`src/hw/rtl/vcdm_pkg.sv`:
```
// Shared types, constants and scaling tables for the vertex color decoder.
// Depends on nothing; every other file of the block but vcdm_stream_if imports it.
package vcdm_pkg;

	// Default depth of the morph blend.
	localparam int MAX_MORPH_TARGETS_DEF = 8;

	// Configuration port geometry.
	localparam int CFG_ADDR_W = 3;
	localparam int CFG_DATA_W = 32;

	// Scaled channel (unsigned 8.8) times weight (signed Q4.12) gives a signed Q.20 product.
	localparam int PROD_W     = 33;
	localparam int FRAC_SHIFT = 20;

	localparam logic [15:0] FULL_SCALE_88 = 16'hFF00;
	localparam logic [7:0]  OPAQUE        = 8'hFF;

	// Full-scale codes of the narrow channel fields.
	localparam int MAX5 = 31;
	localparam int MAX6 = 63;
	localparam int MAX4 = 15;

	typedef enum logic [1:0] {
		FMT_RGB565   = 2'd0,
		FMT_RGBA5551 = 2'd1,
		FMT_RGBA4444 = 2'd2,
		FMT_RGBA8888 = 2'd3
	} color_fmt_t;

	typedef enum logic {
		REG_COLOR_FORMAT = 1'b0,
		REG_MORPH_COUNT  = 1'b1
	} reg_index_t;

	typedef struct packed {
		color_fmt_t  color_format;
		logic [3:0]  morph_count;
	} cfg_t;

	typedef struct packed {
		logic [31:0]        color_word;
		logic signed [15:0] morph_weight;
		logic               new_batch;
	} color_in_t;

	typedef struct packed {
		logic [7:0] red;
		logic [7:0] green;
		logic [7:0] blue;
		logic [7:0] alpha;
		logic       full_alpha;
	} color_out_t;

	// Decoded target as it leaves the decode stage; index 0 is red, 3 is alpha.
	typedef struct packed {
		logic                        fmt565;
		logic                        new_batch;
		logic [3:0][7:0]             expanded;
		logic [3:0][PROD_W-1:0]      product;
	} decode_s2_t;

	typedef logic [15:0] scale5_tab_t [32];
	typedef logic [15:0] scale6_tab_t [64];
	typedef logic [15:0] scale4_tab_t [16];

	// Rounded 8.8 scale of a field: round(v * 255 * 256 / full scale), halves up.
	function automatic scale5_tab_t build_scale5();
		scale5_tab_t t;
		for (int i = 0; i < 32; i++) begin
			t[i] = 16'((i * 65280 + MAX5 / 2) / MAX5);
		end
		return t;
	endfunction

	function automatic scale6_tab_t build_scale6();
		scale6_tab_t t;
		for (int i = 0; i < 64; i++) begin
			t[i] = 16'((i * 65280 + MAX6 / 2) / MAX6);
		end
		return t;
	endfunction

	function automatic scale4_tab_t build_scale4();
		scale4_tab_t t;
		for (int i = 0; i < 16; i++) begin
			t[i] = 16'((i * 65280 + MAX4 / 2) / MAX4);
		end
		return t;
	endfunction

	localparam scale5_tab_t SCALE5 = build_scale5();
	localparam scale6_tab_t SCALE6 = build_scale6();
	localparam scale4_tab_t SCALE4 = build_scale4();

endpackage

```
`src/hw/rtl/vcdm_stream_if.sv`:
```
// Valid/ready stream channel used for the color input and the result output.
// The payload type is set per instance; no package dependency.
interface vcdm_stream_if #(parameter type payload_t = logic);
	logic     valid;
	logic     ready;
	payload_t payload;

	modport source (output valid, output payload, input ready);
	modport sink (input valid, input payload, output ready);
endinterface

```
`src/hw/rtl/vertex_color_decode_morph.sv`:
```
// Vertex color decoder with morph-target blending: top level.
// Depends on vcdm_pkg, vcdm_stream_if, vcdm_cfg, vcdm_decode and vcdm_accum.
//
// color_in carries one packed color word per morph target with its signed
// Q4.12 weight and a new_batch mark; color_out carries one RGBA8888 result
// per vertex together with the sticky full_alpha flag. Both are valid/ready
// channels; a transfer happens on a clock edge with valid and ready high.
// The APB port sets the color format and the morph count; any write drops a
// vertex that is only partly blended. Write only while the block is idle.
//
// The last target of a vertex passes the input register, the decode
// register and the output register before its result is offered on
// color_out. One target is taken every cycle unless a finished result
// waits for a stalled receiver. The four channel multipliers and the
// accumulate adders set the cycle.
//
// Reset clears the pipeline, the counts and sums and sets full_alpha. When
// the receiver stalls, the result holds in the output register and the
// pipeline keeps taking targets until the next finished target waits for
// the output slot and the input register behind it is full; then color_in.ready drops.
module vertex_color_decode_morph
	import vcdm_pkg::*;
#(
	parameter int MAX_MORPH_TARGETS = MAX_MORPH_TARGETS_DEF
) (
	input  logic                  clk,
	input  logic                  arst_n,
	vcdm_stream_if.sink           color_in,
	vcdm_stream_if.source         color_out,
	input  logic                  psel,
	input  logic                  penable,
	input  logic                  pwrite,
	input  logic [CFG_ADDR_W-1:0] paddr,
	input  logic [CFG_DATA_W-1:0] pwdata,
	output logic [CFG_DATA_W-1:0] prdata,
	output logic                  pready
);

	cfg_t       cfg;
	logic       vertex_clear;
	logic       s2_valid;
	logic       s2_ready;
	decode_s2_t s2_data;

	// Configuration registers.
	vcdm_cfg u_cfg (
		.clk          (clk),
		.arst_n       (arst_n),
		.psel         (psel),
		.penable      (penable),
		.pwrite       (pwrite),
		.paddr        (paddr),
		.pwdata       (pwdata),
		.prdata       (prdata),
		.pready       (pready),
		.cfg          (cfg),
		.vertex_clear (vertex_clear)
	);

	// Input register, channel decode and weighting.
	vcdm_decode u_decode (
		.clk          (clk),
		.arst_n       (arst_n),
		.color_in     (color_in),
		.color_format (cfg.color_format),
		.s2_ready     (s2_ready),
		.s2_valid     (s2_valid),
		.s2_data      (s2_data)
	);

	// Blend accumulation and result register.
	vcdm_accum #(
		.MAX_MORPH_TARGETS (MAX_MORPH_TARGETS)
	) u_accum (
		.clk          (clk),
		.arst_n       (arst_n),
		.morph_count  (cfg.morph_count),
		.vertex_clear (vertex_clear),
		.s2_valid     (s2_valid),
		.s2_data      (s2_data),
		.s2_ready     (s2_ready),
		.color_out    (color_out)
	);

endmodule

```
`src/hw/rtl/vcdm_cfg.sv`:
```
// APB-style configuration registers: color format and morph count.
// Depends on vcdm_pkg.
module vcdm_cfg
	import vcdm_pkg::*;
(
	input  logic                  clk,
	input  logic                  arst_n,
	input  logic                  psel,
	input  logic                  penable,
	input  logic                  pwrite,
	input  logic [CFG_ADDR_W-1:0] paddr,
	input  logic [CFG_DATA_W-1:0] pwdata,
	output logic [CFG_DATA_W-1:0] prdata,
	output logic                  pready,
	output cfg_t                  cfg,
	output logic                  vertex_clear
);

	cfg_t       cfg_q;
	reg_index_t reg_idx;
	logic       wr_en;

	// Registers sit at word addresses; the word index picks the register.
	assign reg_idx = reg_index_t'(paddr[2]);
	assign wr_en   = psel & penable & pwrite;
	assign pready  = 1'b1;

	// Register writes.
	always_ff @(posedge clk or negedge arst_n) begin
		if (!arst_n) begin
			cfg_q.color_format <= FMT_RGB565;
			cfg_q.morph_count  <= 4'd1;
		end else if (wr_en) begin
			case (reg_idx)
				REG_COLOR_FORMAT: cfg_q.color_format <= color_fmt_t'(pwdata[1:0]);
				REG_MORPH_COUNT:  cfg_q.morph_count  <= pwdata[3:0];
				default: ;
			endcase
		end
	end

	// Read-back mux.
	always_comb begin
		case (reg_idx)
			REG_COLOR_FORMAT: prdata = CFG_DATA_W'(cfg_q.color_format);
			REG_MORPH_COUNT:  prdata = CFG_DATA_W'(cfg_q.morph_count);
			default:          prdata = '0;
		endcase
	end

	// Every write drops a partly blended vertex.
	assign vertex_clear = wr_en;
	assign cfg          = cfg_q;

endmodule

```
`src/hw/rtl/vcdm_decode.sv`:
```
// Input register and decode stage: splits the packed word, expands and scales
// each channel and forms the weighted products. Depends on vcdm_pkg and vcdm_stream_if.
module vcdm_decode
	import vcdm_pkg::*;
(
	input  logic           clk,
	input  logic           arst_n,
	vcdm_stream_if.sink    color_in,
	input  color_fmt_t     color_format,
	input  logic           s2_ready,
	output logic           s2_valid,
	output decode_s2_t     s2_data
);

	logic        valid_s1;
	color_in_t   item_s1;
	logic        accept_s1;
	logic        valid_s2;
	decode_s2_t  data_s2;
	decode_s2_t  dec_c;

	// Stage 1 loads whenever it is empty or its item moves on.
	assign accept_s1      = !valid_s1 || s2_ready;
	assign color_in.ready = accept_s1;

	always_ff @(posedge clk or negedge arst_n) begin
		if (!arst_n) begin
			valid_s1 <= 1'b0;
			valid_s2 <= 1'b0;
		end else begin
			if (accept_s1) begin
				valid_s1 <= color_in.valid;
			end
			if (s2_ready) begin
				valid_s2 <= valid_s1;
			end
		end
	end

	always_ff @(posedge clk) begin
		if (accept_s1 && color_in.valid) begin
			item_s1 <= color_in.payload;
		end
		if (s2_ready && valid_s1) begin
			data_s2 <= dec_c;
		end
	end

	// Field split, bit-replicated expansion and 8.8 scaling per format.
	always_comb begin
		logic [31:0]             w;
		logic [3:0][15:0]        scaled;
		logic signed [PROD_W-1:0] sc_ext;
		logic signed [PROD_W-1:0] wt_ext;
		logic signed [PROD_W-1:0] prod;
		w      = item_s1.color_word;
		scaled = '0;
		dec_c  = '0;
		dec_c.fmt565    = (color_format == FMT_RGB565);
		dec_c.new_batch = item_s1.new_batch;
		case (color_format)
			FMT_RGB565: begin
				dec_c.expanded[0] = {w[4:0], w[4:2]};
				dec_c.expanded[1] = {w[10:5], w[10:9]};
				dec_c.expanded[2] = {w[15:11], w[15:13]};
				dec_c.expanded[3] = OPAQUE;
				scaled[0] = SCALE5[w[4:0]];
				scaled[1] = SCALE6[w[10:5]];
				scaled[2] = SCALE5[w[15:11]];
				scaled[3] = FULL_SCALE_88;
			end
			FMT_RGBA5551: begin
				dec_c.expanded[0] = {w[4:0], w[4:2]};
				dec_c.expanded[1] = {w[9:5], w[9:7]};
				dec_c.expanded[2] = {w[14:10], w[14:12]};
				dec_c.expanded[3] = w[15] ? OPAQUE : 8'h00;
				scaled[0] = SCALE5[w[4:0]];
				scaled[1] = SCALE5[w[9:5]];
				scaled[2] = SCALE5[w[14:10]];
				scaled[3] = w[15] ? FULL_SCALE_88 : 16'h0000;
			end
			FMT_RGBA4444: begin
				dec_c.expanded[0] = {w[3:0], w[3:0]};
				dec_c.expanded[1] = {w[7:4], w[7:4]};
				dec_c.expanded[2] = {w[11:8], w[11:8]};
				dec_c.expanded[3] = {w[15:12], w[15:12]};
				scaled[0] = SCALE4[w[3:0]];
				scaled[1] = SCALE4[w[7:4]];
				scaled[2] = SCALE4[w[11:8]];
				scaled[3] = SCALE4[w[15:12]];
			end
			default: begin
				// Full 8888: bytes pass through and scale by a plain shift.
				dec_c.expanded[0] = w[7:0];
				dec_c.expanded[1] = w[15:8];
				dec_c.expanded[2] = w[23:16];
				dec_c.expanded[3] = w[31:24];
				scaled[0] = {w[7:0], 8'h00};
				scaled[1] = {w[15:8], 8'h00};
				scaled[2] = {w[23:16], 8'h00};
				scaled[3] = {w[31:24], 8'h00};
			end
		endcase
		// One signed multiplier per channel; the product is exact in 33 bits.
		wt_ext = PROD_W'(item_s1.morph_weight);
		for (int k = 0; k < 4; k++) begin
			sc_ext = PROD_W'($signed({1'b0, scaled[k]}));
			prod   = sc_ext * wt_ext;
			dec_c.product[k] = prod;
		end
	end

	assign s2_valid = valid_s2;
	assign s2_data  = data_s2;

endmodule

```
`src/hw/rtl/vcdm_accum.sv`:
```
// Blend stage: sums weighted products over the morph targets of a vertex,
// finishes the result, tracks the opaque flag and holds the output register.
// Depends on vcdm_pkg and vcdm_stream_if.
module vcdm_accum
	import vcdm_pkg::*;
#(
	parameter int MAX_MORPH_TARGETS = MAX_MORPH_TARGETS_DEF
) (
	input  logic           clk,
	input  logic           arst_n,
	input  logic [3:0]     morph_count,
	input  logic           vertex_clear,
	input  logic           s2_valid,
	input  decode_s2_t     s2_data,
	output logic           s2_ready,
	vcdm_stream_if.source  color_out
);

	localparam int CNT_W = (MAX_MORPH_TARGETS > 1) ? $clog2(MAX_MORPH_TARGETS) : 1;
	localparam int ACC_W = PROD_W + $clog2(MAX_MORPH_TARGETS);
	localparam logic [3:0] MAX_CNT = 4'(MAX_MORPH_TARGETS);

	logic [CNT_W-1:0]        cnt_q;
	logic [CNT_W:0]          cnt_inc;
	logic signed [ACC_W-1:0] acc_q [4];
	logic signed [ACC_W-1:0] sum_c [4];
	logic                    flag_q;
	logic                    flag_next;
	logic                    out_valid_q;
	color_out_t              out_data_q;
	color_out_t              res_c;
	logic [3:0]              n_eff;
	logic                    single;
	logic                    last;
	logic                    take_out;
	logic                    consume;

	// Sum to 8-bit channel: non-positive gives zero, otherwise integer part saturated.
	function automatic logic [7:0] finish(input logic signed [ACC_W-1:0] s);
		logic [7:0] r;
		if (s[ACC_W-1]) begin
			r = 8'h00;
		end else if (|s[ACC_W-2:FRAC_SHIFT+8]) begin
			r = OPAQUE;
		end else begin
			r = s[FRAC_SHIFT+7:FRAC_SHIFT];
		end
		return r;
	endfunction

	// Effective target count: zero acts as one, large values clip to the maximum.
	always_comb begin
		if (morph_count == 4'd0) begin
			n_eff = 4'd1;
		end else if (morph_count > MAX_CNT) begin
			n_eff = MAX_CNT;
		end else begin
			n_eff = morph_count;
		end
	end

	assign cnt_inc = {1'b0, cnt_q} + 1'b1;
	assign single  = (n_eff == 4'd1);
	assign last    = single || (4'(cnt_inc) == n_eff);

	// Running sums including the target now in the stage.
	always_comb begin
		for (int k = 0; k < 4; k++) begin
			sum_c[k] = acc_q[k] + ACC_W'($signed(s2_data.product[k]));
		end
	end

	// Result and opaque flag for a finishing target.
	always_comb begin
		if (single) begin
			res_c.red   = s2_data.expanded[0];
			res_c.green = s2_data.expanded[1];
			res_c.blue  = s2_data.expanded[2];
			res_c.alpha = s2_data.expanded[3];
		end else begin
			res_c.red   = finish(sum_c[0]);
			res_c.green = finish(sum_c[1]);
			res_c.blue  = finish(sum_c[2]);
			res_c.alpha = s2_data.fmt565 ? OPAQUE : finish(sum_c[3]);
		end
		flag_next = s2_data.new_batch | flag_q;
		if (last && (res_c.alpha != OPAQUE)) begin
			flag_next = 1'b0;
		end
		res_c.full_alpha = flag_next;
	end

	// Intermediate targets never wait; a finishing one needs the output slot.
	assign take_out = !out_valid_q || color_out.ready;
	assign consume  = s2_valid && (!last || take_out);
	assign s2_ready = !s2_valid || consume;

	always_ff @(posedge clk or negedge arst_n) begin
		if (!arst_n) begin
			cnt_q       <= '0;
			flag_q      <= 1'b1;
			out_valid_q <= 1'b0;
			for (int k = 0; k < 4; k++) begin
				acc_q[k] <= '0;
			end
		end else begin
			if (vertex_clear) begin
				cnt_q <= '0;
				for (int k = 0; k < 4; k++) begin
					acc_q[k] <= '0;
				end
			end else if (consume) begin
				if (last) begin
					cnt_q <= '0;
					for (int k = 0; k < 4; k++) begin
						acc_q[k] <= '0;
					end
				end else begin
					cnt_q <= cnt_inc[CNT_W-1:0];
					for (int k = 0; k < 4; k++) begin
						acc_q[k] <= sum_c[k];
					end
				end
			end
			if (consume) begin
				flag_q <= flag_next;
			end
			if (consume && last) begin
				out_valid_q <= 1'b1;
			end else if (color_out.ready) begin
				out_valid_q <= 1'b0;
			end
		end
	end

	// Output payload register.
	always_ff @(posedge clk) begin
		if (consume && last) begin
			out_data_q <= res_c;
		end
	end

	assign color_out.valid   = out_valid_q;
	assign color_out.payload = out_data_q;

endmodule

```
`src/flat_wrapper.sv`:
```
// flat-port wrapper written by rule: the top's interface ports become plain ports
module vertex_color_decode_morph_flat import vcdm_pkg::*;
#(
	parameter int MAX_MORPH_TARGETS = MAX_MORPH_TARGETS_DEF
)
  (clk, arst_n, psel, penable, pwrite, paddr, pwdata, prdata, pready, color_in_valid, color_in_payload, color_in_ready, color_out_valid, color_out_payload, color_out_ready);
  vcdm_stream_if #(.payload_t(color_in_t)) color_in_i ();
  vcdm_stream_if #(.payload_t(color_out_t)) color_out_i ();
  input  logic clk;
  input  logic arst_n;
  input  logic psel;
  input  logic penable;
  input  logic pwrite;
  input  logic [CFG_ADDR_W-1:0] paddr;
  input  logic [CFG_DATA_W-1:0] pwdata;
  output logic [CFG_DATA_W-1:0] prdata;
  output logic pready;
  input wire logic [$bits(color_in_i.valid)-1:0] color_in_valid;
  input wire logic [$bits(color_in_i.payload)-1:0] color_in_payload;
  output wire logic [$bits(color_in_i.ready)-1:0] color_in_ready;
  output wire logic [$bits(color_out_i.valid)-1:0] color_out_valid;
  output wire logic [$bits(color_out_i.payload)-1:0] color_out_payload;
  input wire logic [$bits(color_out_i.ready)-1:0] color_out_ready;
  assign color_in_i.valid = color_in_valid;
  assign color_in_i.payload = color_in_payload;
  assign color_in_ready = color_in_i.ready;
  assign color_out_valid = color_out_i.valid;
  assign color_out_payload = color_out_i.payload;
  assign color_out_i.ready = color_out_ready;
  vertex_color_decode_morph #(.MAX_MORPH_TARGETS(MAX_MORPH_TARGETS)) u_core (.clk(clk), .arst_n(arst_n), .color_in(color_in_i), .color_out(color_out_i), .psel(psel), .penable(penable), .pwrite(pwrite), .paddr(paddr), .pwdata(pwdata), .prdata(prdata), .pready(pready));
endmodule
```
`config.mk`:
```
export PLATFORM = sky130hd
export DESIGN_NAME = vertex_color_decode_morph_flat
export DESIGN_NICKNAME = d
export VERILOG_FILES = /design/src/hw/rtl/vcdm_pkg.sv /design/src/hw/rtl/vcdm_stream_if.sv /design/src/hw/rtl/vertex_color_decode_morph.sv /design/src/hw/rtl/vcdm_cfg.sv /design/src/hw/rtl/vcdm_decode.sv /design/src/hw/rtl/vcdm_accum.sv /design/src/flat_wrapper.sv
export SDC_FILE = /design/constraint.sdc
export NUM_CORES = 2
export LEC_CHECK = 0
export BUFFER_PORTS_ARGS = -buffer_cell sky130_fd_sc_hd__buf_2
export CAP_MARGIN = 25
export CORE_MARGIN = 2
export CORE_UTILIZATION = 35
export CTS_BUF_LIST = sky130_fd_sc_hd__clkbuf_8
export CTS_CLUSTER_DIAMETER = 120
export DETAILED_ROUTE_END_ITERATION = 8
export GPL_TIMING_DRIVEN = 0
export PLACE_DENSITY = 0.5
export SLEW_MARGIN = 30
export SYNTH_ARGS = -nofsm -noshare
export SYNTH_HDL_FRONTEND = slang
export SYNTH_SLANG_ARGS = --single-unit
export TNS_END_PERCENT = 30
```
`constraint.sdc`:
```
create_clock -name clk -period 8.8 [get_ports clk]
set_input_delay 1.76 -clock clk [delete_from_list [all_inputs] [get_ports clk]]
set_output_delay 1.76 -clock clk [all_outputs]
set_load 0.03 [all_outputs]
```
# ---- After elaboration in Yosys (flattened, before gate mapping)
# Memory sizes are Yosys's and may differ from the RTL's.
# Cells that the tools add are included.
dict set report word_totals {
  mem_count 9
  inputBits 91
  latch_bits 0
  elab_cells 143
  out_inout_bits 68
  mem_bits_rw 0
  register_bits 405
  rom_bits 4096
}
# name words word_bits read_ports rd_clocked_by_memory_dff write_ports line_no
set mem_list {}
lappend mem_list {{(no name shown)} 64 16 1 0 0 vcdm_decode.sv:68} ;# scaled[1] = SCALE6[w[10:5]];
lappend mem_list {{(no name shown)} 32 16 1 0 0 vcdm_decode.sv:79} ;# scaled[2] = SCALE5[w[14:10]];
lappend mem_list {{(no name shown)} 32 16 1 0 0 vcdm_decode.sv:78} ;# scaled[1] = SCALE5[w[9:5]];
lappend mem_list {{(no name shown)} 32 16 1 0 0 vcdm_decode.sv:77} ;# scaled[0] = SCALE5[w[4:0]];
lappend mem_list {{(no name shown)} 32 16 1 0 0 vcdm_decode.sv:69} ;# scaled[2] = SCALE5[w[15:11]];
lappend mem_list {{(no name shown)} 16 16 1 0 0 vcdm_decode.sv:88} ;# scaled[1] = SCALE4[w[7:4]];
lappend mem_list {{3 more memories} -- -- -- -- -- --}
dict set report classes {
  n_shift 0
  mul 4
  add_sub_neg 5
  n_mux 44
  n_bitwise 13
  n_eq_ne 5
  magnitude_cmp 10
  reduce_logical 24
  div 0
}
# operator n
set op_table {}
lappend op_table {{$mux 144} 3}
lappend op_table {{$mux 16} 19}
lappend op_table {{$pmux 64 s3} 1}
lappend op_table {{$add 36x33->36} 4}
lappend op_table {{$mul 17x16->33} 4}
lappend op_table {{$pmux 32 s3} 1}
lappend op_table {{$mux 8} 10}
lappend op_table {{$pmux 32 s2} 1}
lappend op_table {{$mux 32} 1}
lappend op_table {{$reduce_or 7->1} 4}
lappend op_table {{$ge 6x6->1 const B} 4}
lappend op_table {{$not 5->6} 4}
lappend op_table {{$ge 5x5->1 const B} 4}
lappend op_table {{$not 4->5} 4}
lappend op_table {{$mux 3} 3}
lappend op_table {{$mux 4} 2}
lappend op_table {{$ne 8x8->1 const B} 1}
lappend op_table {{$ge 7x7->1 const B} 1}
lappend op_table {{$not 6->7} 1}
lappend op_table {{$logic_and 1x1->1} 5}
lappend op_table {{$logic_or 1x1->1} 5}
lappend op_table {{$add 3x1->4 const B} 1}
lappend op_table {{$eq 4x1->1 const B} 1}
lappend op_table {{$eq 4x4->1} 1}
lappend op_table {{12 further kinds} 20}

# ---- Logic depth before layout (Yosys ltp)
dict set report logic_depth {
  word_depth 11
  mapped_depth 36
  mapped_depth_nobuf 34
}

# ---- By module
# From an unflattened synthesis, not the netlist that was laid out.
dict set report unflattened {
  cells_unflattened 6146
  hier_area_um2 56455.4
}
# mod area_per_inst_um2 seq_area_each_um2 cells_each n_inst
set modules_own_cells {}
lappend modules_own_cells {vcdm_decode 41383.4 6266.0 4435 1}
lappend modules_own_cells {vcdm_accum 14562.7 4720.8 1661 1}
lappend modules_own_cells {vcdm_cfg 509.2 151.4 50 1}

# ---- Worst setup path after synthesis
# Ideal clock, no wire load.
dict set report synth_path {
  path_type {register -> register}
  startpoint {register u_core.u_decode.item_s1[23] (netlist name)}
  endpoint {register u_core.u_decode.data_s2, in the netlist u_core.u_decode.s2_data[64] (data pin)}
  synth_period_minus_slack_ps 8206
  n_path_buf 2
  stages_incl_launch_ff 34
  required_ps 8537
  setup_ps 263
  arrival_time_ps 7943
  setup_slack_ps 594
  path_cell_list {edfxtp_1 -> inv_1 -> ha_1 -> clkbuf_1 -> inv_1 -> nand2_1 -> a21oi_1 -> a211oi_1 -> a211oi_1 -> a211oi_1 -> clkbuf_1 -> nand2_1 -> fa_1 -> inv_1 -> fa_1 -> inv_1 -> fa_1 -> inv_1 -> fa_1 -> fa_1 -> inv_1 -> fa_1 -> inv_1 -> ha_1 -> a211oi_1 -> nand3_1 -> a41oi_1 -> a211oi_1 -> o41ai_1 -> o21ai_0 -> o21a_1 -> a221o_1 -> a311oi_1 -> xnor2_1}
}
# item line_no
set synth_rtl {}
lappend synth_rtl {{start: declaration} vcdm_decode.sv:16} ;# color_in_t item_s1;
lappend synth_rtl {{start signal: assignment} vcdm_decode.sv:42} ;# item_s1 <= color_in.payload;
lappend synth_rtl {{end signal: assignment} vcdm_decode.sv:45} ;# data_s2 <= dec_c;
lappend synth_rtl {{end: declaration} vcdm_decode.sv:19} ;# decode_s2_t data_s2;

==> results.ini <==
[clock_tree]
clockRootBuffer=sky130_fd_sc_hd__clkbuf_8
tritoncts=done
cts.sinks=389
clk_pin_slew_ns=0.06
clock_latency_ns=0.83
clockBufferDepth=3
cts_hold_buf=0
ctsHtreeMaxLevel=3
tritoncts.num_buffers=81

[timing]
timing.final.max_slew_violations=0
fmaxAchievable_mhz=115.3
clock-skew-final_ns=0.06245
rsz0062_at_grt=true
final-setup-viol-count=0
tightest_slew_ns=1.036
hold_viol=0
min_period_over_period_pct=98.52
slew_headroom_pct=30.93
finalCriticalPeriod_ns=8.669

[global_route]
groute.usage.overall_pct=23.14
grt_remaining_overflow=0
first_global_vias=44440
grt_max_degree=73
global_route_wire_length_before_repair_um=281400
grt_antenna_before_repair=20

[placement]
detailed_place_hpwl_um=150800
gpl.final_weighted_congestion=0.9200
port_buffers=99

[critical_path]
cp.required_ns=9.36
worstRegToRegCells=30
worstReg2RegStart=u_core.u_cfg.cfg[4]$_DFFE_PN0P_
cp.arrival_ns=9.23
critPathLaunch=u_core.u_cfg.cfg[4]$_DFFE_PN0P_
worst_setup_path_end_kind=register
setup.reg_to_reg.worst_slack_ns=0.13
worstSetupStartpointType=register
critical_path.max_stage_delay_ns=0.58
critical_path.top_delay_family=adder cells
critical_path_buf_inv_count=8
crit_path_max_fanout=10
timing_worst_setup_path_type=register to register
critical_path.reg2reg.endpoint=u_core.u_decode.s2_data[98]$_DFFE_PP_
critical_path.most_common_cell=sky130_fd_sc_hd__fa_1
critPathSlowestCell=sky130_fd_sc_hd__fa_1

[min_path]
timing.hold.worst_endpoint=u_core.u_decode.s2_data[164]$_DFFE_PP_
min_from=u_core.u_decode.dec_c[164]$_DFFE_PP_
hold_path_class=register to register
min_path_cells=0

[route]
routed_wire_length_per_instance_um=22.13
detail_route.first_pass.iterations=6
dr_total_vias=44090
final_wirelength_um=185600
drtAntennaViolNets=0
drt_first_iter_violations=3451
routed_via_density=5.256
drc_violation_count_after_routing=0

[synth]
synthesis.area_per_instance_um2=9.234
ys_seq_area_share_pct=19.76
syn_area_mm2=0.05536
edff_count_synth=240
post_synth_xor_area_fraction_pct=3.544
synth_top_family_by_area=adder cells
synth-compound-area-share_pct=13.06
synth_cells=5995
synthFlopType=sky130_fd_sc_hd__edfxtp_1
synth-adder-area-share_pct=38.82
yosys_warnings=0
postSynthRegisterBits=389
synth.lib_cells_used.distinct=99
muxShareOfSynthArea_pct=1.180
postSynth.asyncResetShare_pct=38.30
synthSimpleGateAreaFrac_pct=15.08

[final_layout]
final_layout_size_suffix_gt1_share_pct=9.959
fin_nets=7654
postLayoutCoreUtil_pct=39.61
flow.area_growth_from_synthesis_pct=12.03
fill_cells=15820

[floorplanning]
core_area_mm2=0.1566
floorplan.die.height_um=401.7
boundaryPins=159
die-area_mm2=0.1614
start_util_pct=35.36
die-width_um=401.7
floorplan.rows=145

[status]
outcome=finished clean

[job]
max_cap_viol_count=0

sequential cells by signal, summed over array words and instances, names as in the netlist:
| name | count |
|---|---|
| u_core.u_decode.s2_data | 158 |
| u_core.u_accum.acc_q | 136 |
| u_core.u_decode.item_s1 | 48 |
| u_core.u_accum.color_out.payload | 33 |
| u_core.u_cfg.cfg | 6 |
| u_core.u_accum.cnt_q | 3 |
| u_core.u_accum.color_out.valid | 1 |
| u_core.u_accum.flag_q | 1 |
| u_core.u_decode.dec_c | 1 |
| u_core.u_decode.s2_valid | 1 |
| u_core.u_decode.valid_s1 | 1 |
layer usage:
metal	global-route usage [%]	vias up	routed length [µm]
met2	34.89	1405	80240
met3	3.966	264	12760
met5	0	-	41
li1	-	20230	-
met4	7.832	6	6367
met1	33.42	22180	86220
synth_stat cells, drive strengths merged (7+ instances only):
library cell  count  area [µm²]
inv             915        3435
edfxtp          240        7207
or2              26       162.7
buf              52       312.8
or3              16       100.1
dfrtp           147        3679
a311oi           15       155.2
a2111oi          12       130.1
o22ai            13       81.33
nand2           624        2342
nor3             66       330.3
fa              676       13530
o221a            16       180.2
a21oi           309        1565
o211ai           36       275.3
o21a             46       345.3
o2111ai           8       70.07
and4              7       61.31
xnor2           154        1349
o21ai           277        1390
a21boi           10       75.07
nor2            241       904.6
a21o             93       698.2
a211oi           51       402.9
nand4            18       118.9
nand3            55       275.3
and3             22       137.6
clkbuf          256       960.9
a31oi            31       193.9
xor2             70       613.1
a22o             45       394.1
mux2i            18       180.2
nor2b           100       625.6
o31ai            26       209.0
o21bai           35       262.8
ha              636        7958
nand2b           60       375.4
and2            427        2671
a41oi             8       77.58
mux4             19       427.9
a22oi            13       97.59
layout by cell type (no fill, tap or decap), drive strengths merged, types with 22 or more instances in the layout:
cell type,netlist,routed
edfxtp,240,240
o21a,46,46
nand2,624,624
xnor2,154,154
a21o,93,93
and3,22,22
xor2,70,70
o21bai,35,35
nand3,55,55
a31oi,31,31
buf,52,227
ha,636,636
clkinv,4,25
fa,676,676
clkbuf,256,310
inv,915,938
a21oi,309,309
nor2,241,241
o31ai,26,26
nor3,66,66
nor2b,100,100
o211ai,36,36
dfrtp,147,147
nand2b,60,60
a22o,45,45
conb,2,29
and2,427,427
o21ai,277,277
a211oi,51,51
or2,26,26
cell type report:
type,instances,area (µm²),share of cell area (%)
timing repair buffer,168,1240,1.999
multi-input combinational,4406,40520,65.33
antenna,14,35.03,0.05649
tap,2058,2575,4.152
sequential,389,10940,17.64
clock buffer,83,1142,1.842
clock inverter,65,704.4,1.136
inverter,919,3471,5.597
buffer,286,1390,2.242
cells by family after synthesis:
family                     Yosys count
buffers and inverters             1227
and+or+nand+nor                   1690
AOI/OAI and AO/OA                 1110
xor gates and xnor gates           224
muxes                               41
other                                2
DFF                                389
adders and majority gates         1312
repair_timing:
item | 4_1_cts | 5_1_grt
gates resized for setup | 152 | 99
cloned | 0 | 0
buffers inserted | 25 | 18
setup endpoints to repair | 68 | 26
pin swaps | 11 | 10
stage by stage:
stage	hold WS [ns]	TNS [ns]	worst slack (ns)	area, µm²	instances
after floorplan	0.4003	0	0.5945	55460	6022
after global placement	0.4017	-97.52	-2.619	58530	8179
after detailed placement	0.4118	-56.30	-1.777	59130	8204
after CTS	0.4210	0	0.02579	61560	8364
after global routing	0.4285	-0.4109	-0.1097	61990	8377
final	0.4278	0	0.1305	62010	8388
worst max path at each step:
stage          depth (start not counted)                                     to
2_1_floorplan                         33  u_core.u_decode.s2_data[64]$_DFFE_PP_
3_3_place_gp                          27  u_core.u_decode.s2_data[98]$_DFFE_PP_
3_5_place_dp                          27  u_core.u_decode.s2_data[98]$_DFFE_PP_
4_1_cts                               26  u_core.u_decode.s2_data[31]$_DFFE_PP_
5_1_grt                               25  u_core.u_decode.s2_data[32]$_DFFE_PP_
6_report                              30  u_core.u_decode.s2_data[98]$_DFFE_PP_
Power is left out: the tool's default activity adds up to more than one toggle a clock period on the data nets, which glitch-free logic cannot reach.
